**src/rtl/tea_pkg.sv**
```systemverilog
// ----------------------------------------------------------------------------
// TEA block cipher package
// Shared widths, constants, register indexes and the control word that
// travels from the round sequencer to the cells.
// ----------------------------------------------------------------------------
package tea_pkg;

    localparam int unsigned WORD_W     = 32;
    localparam int unsigned RC_W       = 7;
    localparam int unsigned MAX_ROUNDS = 64;
    localparam int unsigned MAX_W      = $clog2(MAX_ROUNDS + 1);
    // round counter holds both the register value and the clamp limit
    localparam int unsigned CNT_W      = (MAX_W > RC_W) ? MAX_W : RC_W;

    localparam logic [WORD_W-1:0] TEA_DELTA = 32'h9e3779b9;
    localparam int unsigned       SHL_AMT   = 4;
    localparam int unsigned       SHR_AMT   = 5;

    // configuration register indexes
    localparam int unsigned IDX_W = 3;
    localparam logic [IDX_W-1:0] REG_KEY0   = 3'd0;
    localparam logic [IDX_W-1:0] REG_KEY1   = 3'd1;
    localparam logic [IDX_W-1:0] REG_KEY2   = 3'd2;
    localparam logic [IDX_W-1:0] REG_KEY3   = 3'd3;
    localparam logic [IDX_W-1:0] REG_ROUNDS = 3'd4;

    localparam logic [RC_W-1:0] ROUNDS_RESET = 7'd32;

    typedef struct packed {
        logic load;     // take a fresh block into the cells
        logic step;     // apply one half-update in every cell
        logic decrypt;  // subtract the mix rather than add it
        logic capture;  // move the finished block into the output register
    } tea_ctrl_t;

endpackage

```
**src/rtl/tea_cell.sv**
```systemverilog
// ----------------------------------------------------------------------------
// TEA cell
// Holds one 32-bit half of the block and applies one Feistel half-update
// per step, using the word handed over by its neighbour.
// ----------------------------------------------------------------------------
module tea_cell (
    input  logic                        clk,
    input  tea_pkg::tea_ctrl_t          ctrl,
    input  logic [tea_pkg::WORD_W-1:0]  load_word,
    input  logic [tea_pkg::WORD_W-1:0]  neighbour,
    input  logic [tea_pkg::WORD_W-1:0]  sum,
    input  logic [tea_pkg::WORD_W-1:0]  key_a,
    input  logic [tea_pkg::WORD_W-1:0]  key_b,
    output logic [tea_pkg::WORD_W-1:0]  word,
    output logic [tea_pkg::WORD_W-1:0]  word_next
);

    logic [tea_pkg::WORD_W-1:0] word_reg;
    logic [tea_pkg::WORD_W-1:0] mix;

    always_comb
    begin
        mix = ((neighbour << tea_pkg::SHL_AMT) + key_a)
            ^ (neighbour + sum)
            ^ ((neighbour >> tea_pkg::SHR_AMT) + key_b);
        word_next = ctrl.decrypt ? (word_reg - mix) : (word_reg + mix);
    end

    always_ff @(posedge clk)
    begin
        if (ctrl.load)
        begin
            word_reg <= load_word;
        end
        else if (ctrl.step)
        begin
            word_reg <= word_next;
        end
    end

    assign word = word_reg;

endmodule

```
**src/rtl/tea_seq.sv**
```systemverilog
// ----------------------------------------------------------------------------
// TEA round sequencer
// Counts rounds, keeps the running sum and runs both handshakes.
// ----------------------------------------------------------------------------
module tea_seq (
    input  logic                        clk,
    input  logic                        rst_n,
    input  logic                        in_valid,
    input  logic                        op,
    input  logic [tea_pkg::RC_W-1:0]    round_count,
    input  logic                        out_stall,
    output logic                        in_stall,
    output logic                        out_valid,
    output tea_pkg::tea_ctrl_t          ctrl,
    output logic [tea_pkg::WORD_W-1:0]  sum
);

    typedef enum logic {
        ST_IDLE,
        ST_RUN
    } state_t;

    state_t                      state_reg;
    logic [tea_pkg::CNT_W-1:0]   left_reg;
    logic [tea_pkg::WORD_W-1:0]  sum_reg;
    logic                        dec_reg;
    logic                        out_valid_reg;

    logic [tea_pkg::CNT_W-1:0]   rc_ext;
    logic [tea_pkg::CNT_W-1:0]   n_eff;
    logic [tea_pkg::WORD_W-1:0]  start_sum;
    logic                        finish;
    logic                        capture;
    logic                        accept;

    always_comb
    begin
        rc_ext = tea_pkg::CNT_W'(round_count);
        n_eff  = (rc_ext > tea_pkg::CNT_W'(tea_pkg::MAX_ROUNDS))
               ? tea_pkg::CNT_W'(tea_pkg::MAX_ROUNDS) : rc_ext;
        // decrypt starts at delta times the round count, encrypt at delta
        start_sum = op ? tea_pkg::WORD_W'(tea_pkg::TEA_DELTA * tea_pkg::WORD_W'(n_eff))
                       : tea_pkg::TEA_DELTA;
        finish  = (state_reg == ST_RUN) && (left_reg == '0);
        capture = finish && (!out_valid_reg || !out_stall);
        accept  = in_valid && ((state_reg == ST_IDLE) || capture);
    end

    assign in_stall     = !((state_reg == ST_IDLE) || capture);
    assign out_valid    = out_valid_reg;
    assign sum          = sum_reg;
    assign ctrl.load    = accept;
    assign ctrl.step    = (state_reg == ST_RUN) && (left_reg != '0);
    assign ctrl.decrypt = dec_reg;
    assign ctrl.capture = capture;

    always_ff @(posedge clk or negedge rst_n)
    begin
        if (!rst_n)
        begin
            state_reg     <= ST_IDLE;
            left_reg      <= '0;
            sum_reg       <= '0;
            dec_reg       <= 1'b0;
            out_valid_reg <= 1'b0;
        end
        else
        begin
            if (capture)
            begin
                out_valid_reg <= 1'b1;
            end
            else if (!out_stall)
            begin
                out_valid_reg <= 1'b0;
            end

            unique case (state_reg)
                ST_IDLE:
                begin
                    if (accept)
                    begin
                        state_reg <= ST_RUN;
                        left_reg  <= n_eff;
                        sum_reg   <= start_sum;
                        dec_reg   <= op;
                    end
                end
                ST_RUN:
                begin
                    if (left_reg != '0)
                    begin
                        left_reg <= left_reg - 1'b1;
                        sum_reg  <= dec_reg ? (sum_reg - tea_pkg::TEA_DELTA)
                                            : (sum_reg + tea_pkg::TEA_DELTA);
                    end
                    else if (capture)
                    begin
                        if (accept)
                        begin
                            left_reg <= n_eff;
                            sum_reg  <= start_sum;
                            dec_reg  <= op;
                        end
                        else
                        begin
                            state_reg <= ST_IDLE;
                        end
                    end
                end
                default:
                begin
                    state_reg <= ST_IDLE;
                end
            endcase
        end
    end

endmodule

```
**src/rtl/tea_block_cipher_top.sv**
```systemverilog
// ----------------------------------------------------------------------------
// TEA block cipher, top level
// Configurable-round TEA encrypt/decrypt on one 64-bit block at a time.
// ----------------------------------------------------------------------------
// Usage:
//   Configuration: write key_word0..3 and round_count through cfg_we,
//   cfg_index and cfg_data while no word is in flight. Reset leaves the key
//   at zero and round_count at 32; a count above 64 runs 64 rounds, a count
//   of zero passes the block through unchanged.
//   Input channel: a word (op, block_first, block_second) is taken at a
//   rising edge with in_valid high and in_stall low. op low encrypts, op
//   high decrypts.
//   Output channel: out_first/out_second are offered with out_valid and
//   held while out_stall is high.
//   Timing: the cells run N effective rounds, and the result then moves into
//   the output register; a new word is taken only while idle or in the
//   cycle its predecessor is captured. The two-cell chain performs one full
//   round per cycle; each round depends on the halves left by the one
//   before, so that loop sets the pace.
//   Stall: the output register parts the two sides, so the next word is
//   taken while a finished result waits; the block then holds its second
//   result in the cells until the output register frees up.
//   Reset: asynchronous, active low; clears control state and the
//   configuration registers, and drops any word in flight.
// ----------------------------------------------------------------------------
module tea_block_cipher_top (
    input  logic                        clk,
    input  logic                        rst_n,
    input  logic                        cfg_we,
    input  logic [tea_pkg::IDX_W-1:0]   cfg_index,
    input  logic [tea_pkg::WORD_W-1:0]  cfg_data,
    input  logic                        in_valid,
    output logic                        in_stall,
    input  logic                        op,
    input  logic [tea_pkg::WORD_W-1:0]  block_first,
    input  logic [tea_pkg::WORD_W-1:0]  block_second,
    output logic                        out_valid,
    input  logic                        out_stall,
    output logic [tea_pkg::WORD_W-1:0]  out_first,
    output logic [tea_pkg::WORD_W-1:0]  out_second
);

    logic [tea_pkg::WORD_W-1:0] key0_reg;
    logic [tea_pkg::WORD_W-1:0] key1_reg;
    logic [tea_pkg::WORD_W-1:0] key2_reg;
    logic [tea_pkg::WORD_W-1:0] key3_reg;
    logic [tea_pkg::RC_W-1:0]   rounds_reg;

    logic [tea_pkg::WORD_W-1:0] out_first_reg;
    logic [tea_pkg::WORD_W-1:0] out_second_reg;

    tea_pkg::tea_ctrl_t         ctrl;
    logic [tea_pkg::WORD_W-1:0] sum;

    // cell 0 always leads the round, cell 1 follows with the updated word
    logic [tea_pkg::WORD_W-1:0] lead_load;
    logic [tea_pkg::WORD_W-1:0] follow_load;
    logic [tea_pkg::WORD_W-1:0] lead_ka;
    logic [tea_pkg::WORD_W-1:0] lead_kb;
    logic [tea_pkg::WORD_W-1:0] follow_ka;
    logic [tea_pkg::WORD_W-1:0] follow_kb;
    logic [tea_pkg::WORD_W-1:0] lead_word;
    logic [tea_pkg::WORD_W-1:0] lead_next;
    logic [tea_pkg::WORD_W-1:0] follow_word;
    logic [tea_pkg::WORD_W-1:0] follow_next;

    // Configuration registers; writes beyond the list are dropped.
    always_ff @(posedge clk or negedge rst_n)
    begin
        if (!rst_n)
        begin
            key0_reg   <= '0;
            key1_reg   <= '0;
            key2_reg   <= '0;
            key3_reg   <= '0;
            rounds_reg <= tea_pkg::ROUNDS_RESET;
        end
        else if (cfg_we)
        begin
            unique case (cfg_index)
                tea_pkg::REG_KEY0:   key0_reg   <= cfg_data;
                tea_pkg::REG_KEY1:   key1_reg   <= cfg_data;
                tea_pkg::REG_KEY2:   key2_reg   <= cfg_data;
                tea_pkg::REG_KEY3:   key3_reg   <= cfg_data;
                tea_pkg::REG_ROUNDS: rounds_reg <= cfg_data[tea_pkg::RC_W-1:0];
                default:
                begin
                end
            endcase
        end
    end

    // Decryption updates the second half first: swap the halves and the
    // key pairs so that cell 0 still leads, and swap back on capture.
    always_comb
    begin
        lead_load   = op ? block_second : block_first;
        follow_load = op ? block_first  : block_second;
        lead_ka     = ctrl.decrypt ? key2_reg : key0_reg;
        lead_kb     = ctrl.decrypt ? key3_reg : key1_reg;
        follow_ka   = ctrl.decrypt ? key0_reg : key2_reg;
        follow_kb   = ctrl.decrypt ? key1_reg : key3_reg;
    end

    tea_seq u_seq (
        .clk         (clk),
        .rst_n       (rst_n),
        .in_valid    (in_valid),
        .op          (op),
        .round_count (rounds_reg),
        .out_stall   (out_stall),
        .in_stall    (in_stall),
        .out_valid   (out_valid),
        .ctrl        (ctrl),
        .sum         (sum)
    );

    tea_cell u_cell_lead (
        .clk       (clk),
        .ctrl      (ctrl),
        .load_word (lead_load),
        .neighbour (follow_word),
        .sum       (sum),
        .key_a     (lead_ka),
        .key_b     (lead_kb),
        .word      (lead_word),
        .word_next (lead_next)
    );

    tea_cell u_cell_follow (
        .clk       (clk),
        .ctrl      (ctrl),
        .load_word (follow_load),
        .neighbour (lead_next),
        .sum       (sum),
        .key_a     (follow_ka),
        .key_b     (follow_kb),
        .word      (follow_word),
        .word_next (follow_next)
    );

    // Output register: capture the finished halves in block order.
    always_ff @(posedge clk)
    begin
        if (ctrl.capture)
        begin
            out_first_reg  <= ctrl.decrypt ? follow_word : lead_word;
            out_second_reg <= ctrl.decrypt ? lead_word   : follow_word;
        end
    end

    assign out_first  = out_first_reg;
    assign out_second = out_second_reg;

endmodule

```
**config.mk**
```make
export PLATFORM = sky130hd
export DESIGN_NAME = tea_block_cipher_top
export DESIGN_NICKNAME = d
export VERILOG_FILES = /design/src/rtl/tea_pkg.sv /design/src/rtl/tea_cell.sv /design/src/rtl/tea_seq.sv /design/src/rtl/tea_block_cipher_top.sv
export SDC_FILE = /design/constraint.sdc
export NUM_CORES = 1
export LEC_CHECK = 0
export ABC_AREA = 1
export BUFFER_PORTS_ARGS = -buffer_cell sky130_fd_sc_hd__buf_4
export CAP_MARGIN = 10
export CORE_ASPECT_RATIO = 1.1
export CORE_MARGIN = 2
export CORE_UTILIZATION = 35
export CTS_CLUSTER_SIZE = 28
export DETAILED_ROUTE_END_ITERATION = 8
export PLACE_DENSITY = 0.54
export RECOVER_POWER = 25
export SLEW_MARGIN = 5
export SYNTH_ARGS = -nofsm -noshare
export SYNTH_HDL_FRONTEND = slang
export SYNTH_SLANG_ARGS = --single-unit
```
**constraint.sdc**
```tcl
create_clock -name clk -period 9.7 [get_ports clk]
set_input_delay 0.485 -clock clk [delete_from_list [all_inputs] [get_ports clk]]
set_output_delay 0.485 -clock clk [all_outputs]
set_load 0.01 [all_outputs]
```
# Yosys cells after proc, flatten, opt, wreduce, memory -nomap -nowiden

Cells that the tools add are included.

Muxes and demuxes: 35
Reductions and logical operators: 19
$lt $le $gt $ge: 1
$add $sub $neg: 13
$mul: 1
Eq/ne operators: 8
Bitwise operators: 5

Operators by type and width:

| cell                                                | count |
|---|---|
| 2-to-1 mux 32 bit                                   | 19 |
| adder 32 bit                                        | 6 |
| XOR 32 bit                                          | 4 |
| adder 27 x 32 -> 32 bit                             | 2 |
| one-hot mux 32 bit (2 select lines)                 | 1 |
| subtractor 32 bit                                   | 2 |
| adder 32 bit, second input constant                 | 1 |
| multiplier 32 x 7 -> 32 bit, first input constant   | 1 |
| subtractor 32 bit, second input constant            | 1 |
| 2-to-1 mux 7 bit                                    | 4 |
| one-hot mux 7 bit (2 select lines)                  | 1 |
| AND reduction 2 bit                                 | 6 |
| 2-to-1 mux 1 bit                                    | 8 |
| > comparator 7 bit, second input constant           | 1 |
| zero test 7 bit                                     | 1 |
| nonzero test 7 bit                                  | 1 |
| subtractor 7 x 1 -> 7 bit, second input constant    | 1 |
| equality test 3 x 2 -> 1 bit, second input constant | 2 |
| logical AND 1 bit                                   | 4 |
| != test 2 bit, second input constant                | 2 |
| one-hot mux 1 bit (2 select lines)                  | 2 |
| equality test 3 x 1 -> 1 bit, second input constant | 1 |
| equality test 3 bit, second input constant          | 1 |
| zero test 1 bit                                     | 3 |
| 6 further kinds                                     | 7 |

Logic and storage cells: 96
Register bits after elaboration: 305
Input port bits: 105
Output and inout bits: 66

# Depth between registers and ports, before layout

Gate-level depths: netlist of the first run.

Depth after elaboration: 13
Mapped depth: 81
Depth with buffers taken out: 76

# Hierarchy

From an unflattened synthesis of the first run, not the netlist that was laid out.

Cells, all modules: 6929
Area, all modules: 41103.2 µm²

By module, submodules not included:

| module                   | area an instance (µm²) | seq. area each (µm²) | instances | cells each |
|---|---|---|---|---|
| tea_cell (u_cell_lead)   | 11591.1                | 960.9                | 1         | 2205 |
| tea_cell (u_cell_follow) | 11537.3                | 960.9                | 1         | 2178 |
| tea_block_cipher_top     | 10232.3                | 5301.3               | 1         | 1354 |
| tea_seq                  | 7742.4                 | 1051.0               | 1         | 1192 |

# Worst setup path after synthesis of the first run

OpenSTA, ideal clock, no wires.

Path kind: flip-flop to flip-flop
From: register u_seq.dec_reg
To: register u_cell_follow.word_reg, in the netlist u_cell_follow.word[31] (data pin)
Data required time: 9.448 ns
Buffers on the path: 5
Setup slack: 0.162 ns
Stages on the path, launching flop included: 69
Data arrival time: 9.286 ns
Period minus slack after synthesis: 9.538 ns
Setup time: 0.252 ns
Path through: dfrtp_1 > buf_6 > inv_2 > clkbuf_1 > buf_1 > buf_1 > clkbuf_1 > nand2_1 > o21ai_0 > ha_1 > fa_1 > xnor2_1 > nand4_1 > nand2_1 > nand3_1 > nand2_1 > nand4_1 > nor2_2 > (+33 left out) > nand2_1 > xor2_1 > inv_1 > ha_1 > inv_1 > nor3_1 > inv_1 > nor3_1 > nand4_1 > nand2_1 > xor2_1 > nand3_1 > nand2_1 > inv_1 > nand3_1 > nand2_1 > nand2_1 > nand2_1

Cells in the longest elaborated chain, start to end: 13
Elaborated cells on any way between the ends: 21
Those cells by class: add/sub (9); mux (8); bitwise (4)

Ends and longest elaborated chain:

| item                                                     | line                           | source |
|---|---|---|
| from (decl)                                              | tea_seq.sv:26                  | `logic dec_reg;` |
| from (signal assigned)                                   | tea_seq.sv:86                  | `dec_reg <= op;` |
| from (signal assigned)                                   | tea_seq.sv:103                 | `dec_reg <= op;` |
| 2-to-1 mux 32 bit                                        | tea_block_cipher_top.sv:99     | `lead_ka = ctrl.decrypt ? key2_reg : key0_reg;` |
| adder 32 bit                                             | tea_cell.sv:23                 | `mix = ((neighbour << tea_pkg::SHL_AMT) + key_a)` |
| XOR 32 bit                                               | tea_cell.sv:24                 | `^ (neighbour + sum)` |
| XOR 32 bit                                               | tea_cell.sv:25                 | `^ ((neighbour >> tea_pkg::SHR_AMT) + key_b);` |
| adder 32 bit / subtractor 32 bit (equally long branches) | tea_cell.sv:26                 | `word_next = ctrl.decrypt ? (word_reg - mix) : (word_reg + mix);` |
| 2-to-1 mux 32 bit                                        | tea_cell.sv:26                 |  |
| adder 32 bit, on equally long branches                   | tea_cell.sv:24, tea_cell.sv:23 |  |
| XOR 32 bit                                               | tea_cell.sv:24                 |  |
| XOR 32 bit                                               | tea_cell.sv:25                 |  |
| adder 32 bit / subtractor 32 bit (equally long branches) | tea_cell.sv:26                 |  |
| 2-to-1 mux 32 bit (*)                                    | tea_cell.sv:26                 |  |
| 2-to-1 mux 32 bit (*)                                    | tea_cell.sv:35                 | `else if (ctrl.step)` |
| 2-to-1 mux 32 bit (*)                                    | tea_cell.sv:31                 | `if (ctrl.load)` |
| to (signal assigned)                                     | tea_cell.sv:33                 | `word_reg <= load_word;` |
| to (signal assigned)                                     | tea_cell.sv:37                 | `word_reg <= word_next;` |
| to (decl)                                                | tea_cell.sv:18                 | `logic [tea_pkg::WORD_W-1:0] word_reg;` |

Mark *: on every way between the ends. The rest lies on a longest branch, timed or not. The select of a mux whose other input is x is not followed.
A chain may end at the register's enable or synchronous reset.

# Worst setup path after layout of the first run

Ends and elaborated chain as after synthesis.

==> results by group, run 1 <==
Status
  – Status: complete, but fails checks
  – Failing checks: max-capacitance violations, max-slew violations

GRT
  – Pin count of the biggest net entering global routing: 79
  – First-pass GRT wire length: 235900 um
  – Met2 track demand over resource: 49.41%
  – Met1 Usage GRT: 38.88%
  – GRT met3 Usage: 4.000%
  – Gr ovfl total: 0
  – Initial antenna violation count: 6
  – Grt peak-use layer: met2
  – GRT Util Overall: 29.59%
  – Vias in the first global route: 38492

STA
  – Worst-case hold slack: 0.1188 ns
  – Hold Vio Cnt, Final: 0
  – Tightest Pin Transition: 3.837 ns
  – Setup TNS: 0 ns
  – Slew HR: -155.8%
  – FMAX: 106.3 MHz
  – Final slew viol count: 322
  – Post-layout min period: 9.407 ns
  – Final setup fails: 0
  – Unrepaired setup endpoints after global routing: yes
  – Tcrit/Tclk final: 96.98%
  – Fin worst setup slack: 0.2930 ns
  – Fin Clk Skew: 0.02687 ns

Detailed routing
  – Remaining antenna violation count: 0
  – Drt total wl: 162600 um
  – 1st-pass router iterations: 6
  – Vias/cell: 5.135
  – Number of DRC markers in iteration 0: 3330
  – Post-DR wirelength/cell: 20.85 um
  – Detailed-route via count: 40029
  – DRC: 0

Critical path
  – Crit path kind: flip-flop to flip-flop
  – Max Fanout on Critical Path: 8
  – Worst setup path start: u_seq.dec_reg
  – Worst path arrival time: 9.76 ns
  – Startpoint types: flip-flop
  – CP peak stage delay: 0.46 ns
  – Slowest stage cell, crit path: dfrtp_4
  – Crit end category: flip-flop
  – Reg2reg start: u_seq.dec_reg
  – Most used cell, CP: nand2_1
  – Worst EP required: 10.05 ns
  – CP top delay family: simple AND/OR/NAND/NOR gates
  – Sum of buffers and inverters on the critical path: 17

Placement
  – Port buffer count: 170
  – DP HPWL: 134100 um
  – RePlAce Congestion: 1.028
  – Place WS: -0.3773 ns

Floorplan
  – Die height: 341.3 um
  – IO Pins: 171
  – Core Region: 0.1023 mm2
  – Initial Utilization: 35.37%
  – Row cnt: 123
  – Die Area: 0.1060 mm2
  – Die X: 310.6 um

Clock tree
  – Clock insertion delay at the later pin of the skew report: 0.62 ns
  – Clk root buf: clkbuf_16
  – TritonCTS clock tree: done
  – H-tree depth: 2
  – CTS Buf Count: 39
  – Longest Clk Path Bufs: 3
  – # clock sinks: 305
  – CTS clk-pin slew, worst paths: 0.07 ns

Layout
  – Share of layout cells above drive strength 1: 20.20%
  – Area growth from synthesis to layout: 29.57%
  – Layout Nets: 6877

Synth
  – Synthesized area per cell: 6.449 um2
  – Sequential cell area fraction in the yosys report: 22.86%
  – Post-synthesis mux area share: 0.08295%
  – Top post-synthesis cells by area: nand2_1 18%, dfrtp_1 12%, ha_1 11%
  – Compound-Gate Fraction of Synth Area: 16.02%
  – EDFF count, synth: 128
  – Synth unique cells: 66
  – Area leader, netlist: nand2_1
  – Yosys warns: 0
  – Synthesized instance count: 5613
  – Syn Std Cell Area: 0.03620 mm2
  – Simple-Gate Fraction of Synth Area: 30.61%
  – Largest family of logic cells by synthesized area: simple AND/OR/NAND/NOR gates
  – #FFs+latches synth: 305
  – Post-synth top flop: dfrtp_1
  – Post-Synth Adder-Cell Area: 14.16%
  – Area share of the largest cell type after synthesis: 18.39%
  – Ys async rst share: 58.03%
  – XOR/XNOR Fraction of Synth Area: 6.588%

Flow run
  – Max-cap violations: 5

Min path
  – Hold_sp: in_valid
  – Hold Path Class: primary input to flip-flop
==> cells in the mapped netlist (all sizes together), types with 6 or more instances <==
cell / n
a21oi: 339
and2: 6
ha: 325
a21boi: 17
o21a: 9
o2111ai: 10
nor3: 41
xor2: 169
o211ai: 15
nor4: 8
nand2: 1792
nor2: 378
a21o: 26
xnor2: 99
or2: 25
dfrtp: 176
clkbuf: 101
nand4: 46
fa: 53
o21ai: 531
inv: 798
nand3b: 45
o22ai: 12
a31oi: 62
o21bai: 20
edfxtp: 128
nand3: 325
buf: 21
==> stage by stage <==
step / utilization [%] / cell area (um2) / instances
after global routing: 45.83 / 46900 / 7795
after detailed placement: 42.48 / 43480 / 7655
after global placement: 42.48 / 43480 / 7655
final: 45.83 / 46910 / 7796
after floorplan: - / 36200 / 5614
after CTS: 43.72 / 44740 / 7730
==> kinds of logic (layout without fill, tap and decap cells) <==
| family | Yosys count | in the layout |
|---|---|---|
| and+or+nand+nor | 2673 | 2673 |
| AOI/OAI and AO/OA | 1064 | 1064 |
| buffers and inverters | 920 | 1726 |
| adders and majority gates | 378 | 378 |
| DFF | 305 | 305 |
| xor gates and xnor gates | 269 | 269 |
| muxes | 3 | 3 |
| other | 1 | 3 |
==> timing repair <==
item / 4_1_cts / 5_1_grt
cloned: 0 / 7
gates resized for setup: 27 / 389
hold buffers: 1 / 0
endpoints found under the hold margin: 59 / 0
setup buffers: 7 / 59
pin swaps: 8 / 154
endpoints found under the setup margin: 4 / 14
==> cell usage in the layout, fill, tap and decap left out, types with 12 or more instances in the layout <==
cell type     n
o211ai_1     15
clkbuf_1     14
edfxtp_1    128
nor2_2       36
a21o_1       26
o21ai_2      21
a21oi_1     303
nor2_1      321
o22ai_1      12
nand2_4      13
dfrtp_1     175
clkbuf_16    42
ha_4         29
nand3_2      32
buf_4       825
nand4_1      44
nand3b_1     44
a31oi_1      60
inv_2        15
ha_1        288
a21oi_2      29
nand2_1    1693
o21ai_1      41
nor3_1       27
nand2_2      86
or2_2        19
xor2_1      158
nand3_1     291
nor2_4       21
o21ai_0     462
o21bai_1     18
xnor2_1      94
inv_1       778
fa_1         50
==> final timing paths <==
path	to	slack (ns)	cells after the start
setup / recovery	u_cell_follow.word[31]	0.29	66
hold / removal	u_seq.state_reg	0.12	3
setup reg to reg	u_cell_follow.word[31]	0.29	66
hold reg to reg	u_seq.left_reg[0]	0.47	1
max in group asynchronous	u_seq.dec_reg	5.52	3
min in group asynchronous	key3_reg[25]	1.77	2
==> area by class of cell <==
type	instances	area, um2
clock inverter	18	98.84
clock buffer	49	1033
inverter	798	3017
timing repair inverter	4	52.55
timing repair buffer	857	6690
antenna	1	2.502
multi-input combinational	4389	26010
tap	1375	1720
sequential	305	8278
fill	10757	55440
==> worst register-to-register path: cells and delay by family (launching register included) <==
family,cells,cell delay [ns]
AO/OA/AOI/OAI,10,1.48
XOR/XNOR,6,1.19
adder cells (fa/ha/maj),4,1.11
buffers and inverters,17,1.87
flip-flops,1,0.46
AND/OR/NAND/NOR,29,3.06
==> routing by layer <==
| metal | wire (um) | up-vias |
|---|---|---|
| met1 | 70890 | 18745 |
| met4 | 6744 | 0 |
| met3 | 9909 | 262 |
| li1 | - | 19871 |
| met5 | 0 | - |
| met2 | 75010 | 1151 |
Power of run 1 is not shown: default switching activity piles up to over one toggle a cycle in this logic, so the estimate is an artifact.
==> inputs of run 2 (changes only) <==
Settings changed: ABC_AREA 1 to unset.
==> run 2 against run 1 <==
Effect of this change: the flow finishes with violations (max-capacitance violations, max-slew violations, negative setup slack); area after synthesis shrank 10%; register-to-register slack lost 0.40 ns; first-iteration DRC count is 39% lower; critical path depth down 18; hold slack better by 0.024 ns; cell count is 33% lower; die area fell by 10%; sequential share of layout area up 2.5 points; maximum frequency shrank 4.1%.
==> results by group, run 2 <==
Status
  – Status: complete, but fails checks
  – Failing checks: max-capacitance violations, max-slew violations, negative setup slack

Placement
  – Cells after DPL: 5098
  – RePlAce Congestion: 0.9847
  – DP HPWL: 96190 um
  – Port buffer count: 170

Detailed routing
  – Post-DR wirelength/cell: 22.76 um
  – DRC: 0
  – Vias/cell: 5.460
  – Number of DRC markers in iteration 0: 2045
  – Remaining antenna violation count: 0
  – Drt total wl: 119000 um
  – 1st-pass router iterations: 5
  – Detailed-route via count: 28542

Synth
  – Area share of the largest cell type after synthesis: 13.55%
  – Post-synthesis mux area share: 12.98%
  – Post-synth top flop: dfrtp_1
  – Ys async rst share: 58.03%
  – Simple-Gate Fraction of Synth Area: 10.71%
  – Sequential cell area fraction in the yosys report: 25.46%
  – XOR/XNOR Fraction of Synth Area: 13.35%
  – Largest family of logic cells by synthesized area: compound AO/OA/AOI/OAI gates
  – Area leader, netlist: dfrtp_1
  – Synthesized area per cell: 9.509 um2
  – Yosys warns: 0
  – #FFs+latches synth: 305
  – EDFF count, synth: 128
  – Synthesized instance count: 3417
  – Synth unique cells: 108
  – Top post-synthesis cells by area: dfrtp_1 14%, ha_1 13%, edfxtp_1 12%
  – Commonest cells in the netlist: 325 x ha_1, 321 x xnor2_1, 312 x a21oi_1, 308 x mux2_2, 200 x nand2_1
  – Most numerous cell in the Yosys netlist: ha_1
  – Post-Synth Adder-Cell Area: 15.96%
  – Syn Std Cell Area: 0.03249 mm2
  – Compound-Gate Fraction of Synth Area: 18.45%

GRT
  – Initial antenna violation count: 3
  – Gr ovfl total: 0
  – Vias in the first global route: 28441
  – GRT Util Overall: 24.57%
  – Pin count of the biggest net entering global routing: 69
  – First-pass GRT wire length: 176900 um

Clock tree
  – # clock sinks: 305
  – Longest Clk Path Bufs: 3
  – CTS Buf Count: 39
  – H-tree depth: 2
  – CTS clk-pin slew, worst paths: 0.06 ns
  – Clk root buf: clkbuf_16
  – Clock insertion delay at the later pin of the skew report: 0.59 ns
  – TritonCTS clock tree: done

Critical path
  – Startpoint types: flip-flop
  – CP top delay family: compound AO/OA/AOI/OAI gates
  – Worst EP required: 9.99 ns
  – Most used cell, CP: a21o_1
  – R2R depth: 48
  – Reg2reg end: u_cell_follow.word[31]
  – Reg2reg start: u_seq.dec_reg
  – CP peak stage delay: 0.51 ns
  – Crit path kind: flip-flop to flip-flop
  – Sum of buffers and inverters on the critical path: 3
  – Max Fanout on Critical Path: 5
  – Crit end category: flip-flop
  – Slowest stage cell, crit path: dfrtp_4
  – R2r setup slk: -0.11 ns
  – Worst path arrival time: 10.10 ns

Floorplan
  – Row cnt: 117
  – Die Area: 0.09529 mm2
  – IO Pins: 171
  – Die height: 323.6 um
  – Core Region: 0.09223 mm2
  – Initial Utilization: 35.23%
  – Die X: 294.5 um

Layout
  – Area growth from synthesis to layout: 26.56%
  – Fillers: 8985
  – Most frequent cells in the layout: 634 x buf_4, 309 x ha_1, 305 x mux2_2, 291 x xnor2_1, 281 x a21oi_1
  – Layout Nets: 4488
  – Share of layout cells above drive strength 1: 31.76%
  – Commonest non-fill, non-tap cell in the layout: buf_4
  – Finished Layout Cells: 5227

STA
  – Post-layout min period: 9.809 ns
  – Final setup fails: 3
  – Unrepaired setup endpoints after global routing: yes
  – Worst-case hold slack: 0.1433 ns
  – Hold Vio Cnt, Final: 0
  – FMAX: 101.9 MHz
  – Fin worst setup slack: -0.1092 ns
  – Tightest Pin Transition: 3.362 ns
  – Final slew viol count: 94
  – Fin Clk Skew: 0.02987 ns
  – Slew HR: -124.1%
  – Tcrit/Tclk final: 101.1%

Min path
  – Hold Path Sink: u_seq.out_valid
  – Hold_sp: out_stall
  – Hold Path Class: primary input to flip-flop
  – Hold Path Cell Cnt: 3

Flow run
  – Max-cap violations: 2
## run 2: cell count changes in the layout (fill, tap and decap cells not counted), moves of 197 or more
| cell | delta |
|---|---|
| inv_1 | -636 |
| mux2_2 | +305 |
| nand3_1 | -239 |
| nand2_1 | -1498 |
| xnor2_1 | +197 |
| o21ai_0 | -319 |
## run 2: repair_timing
| action | CTS | global route |
|---|---|---|
| setup endpoints to repair | 7 | 14 |
| setup buffers | 25 | 30 |
| hold buffers | 1 | 0 |
| pin swaps | 61 | 111 |
| gates cloned | 2 | 1 |
| gates resized for setup | 75 | 141 |
| hold endpoints to repair | 58 | 0 |
## run 2: cells by family (layout without fill, tap and decap cells)
family | after synthesis | after routing
AOI/OAI and AO/OA | 929 | 929
xor gates and xnor gates | 466 | 466
adders and majority gates | 384 | 384
buffers and inverters | 248 | 866
DFF | 305 | 305
muxes | 383 | 383
other | 1 | 3
and+or+nand+nor | 701 | 701
## run 2: worst min-delay path, cell delays in order
cell,delay [ns]
buf_4,0.08
nand2_1,0.08
nand2_1,0.07
## run 2: final cells by class
cell class | instances | area (um2) | share of cell area [%]
Clock buffer | 48 | 1061 | 2.580
Timing Repair Buffer | 651 | 5022 | 12.21
Tap cell | 1190 | 1489 | 3.621
Multi-Input combinational cell | 2865 | 24460 | 59.49
Inverter | 143 | 539.3 | 1.311
Clock inverter | 24 | 269.0 | 0.6541
Sequential cell | 305 | 8278 | 20.13
Antenna cell | 1 | 2.502 | 0.006085
## run 2: how the worst max path moves through the flow
| stage | startpoint | cells past startpoint | endpoint | slack, ns |
|---|---|---|---|---|
| floorplan | u_seq.dec_reg | 51 | u_cell_follow.word[31] | -0.55 |
| finish | u_seq.dec_reg | 48 | u_cell_follow.word[31] | -0.11 |
| global route | u_seq.dec_reg | 47 | u_cell_follow.word[30] | -0.49 |
| global placement | u_seq.dec_reg | 47 | u_cell_follow.word[30] | -0.37 |
| detailed placement | u_seq.dec_reg | 46 | u_cell_follow.word[30] | -0.50 |
| CTS | u_seq.dec_reg | 46 | u_cell_follow.word[30] | -0.03 |
## run 2: per-layer routing
metal | global-route usage, % | wire length, um | up-vias
met5 | 0 | 0 | -
met4 | 6.236 | 3004 | 0
met3 | 2.309 | 5372 | 149
met2 | 40.19 | 54370 | 658
met1 | 34.75 | 56200 | 14014
li1 | - | - | 13721
## run 2: metrics by stage
stage          instance area [um2]  utilization, %  setup WS [ns]  TNS [ns]
6_report                     41120           44.59        -0.1092   -0.2725
5_1_grt                      41120           44.59        -0.4949    -2.216
4_1_cts                      40220           43.61       -0.02879  -0.03598
3_5_place_dp                 38240           41.47        -0.5035    -2.285
3_3_place_gp                 38240           41.47        -0.3707    -1.462
2_1_floorplan                32770               -        -0.5519    -1.593
Power of run 2 is left out for the same reason.
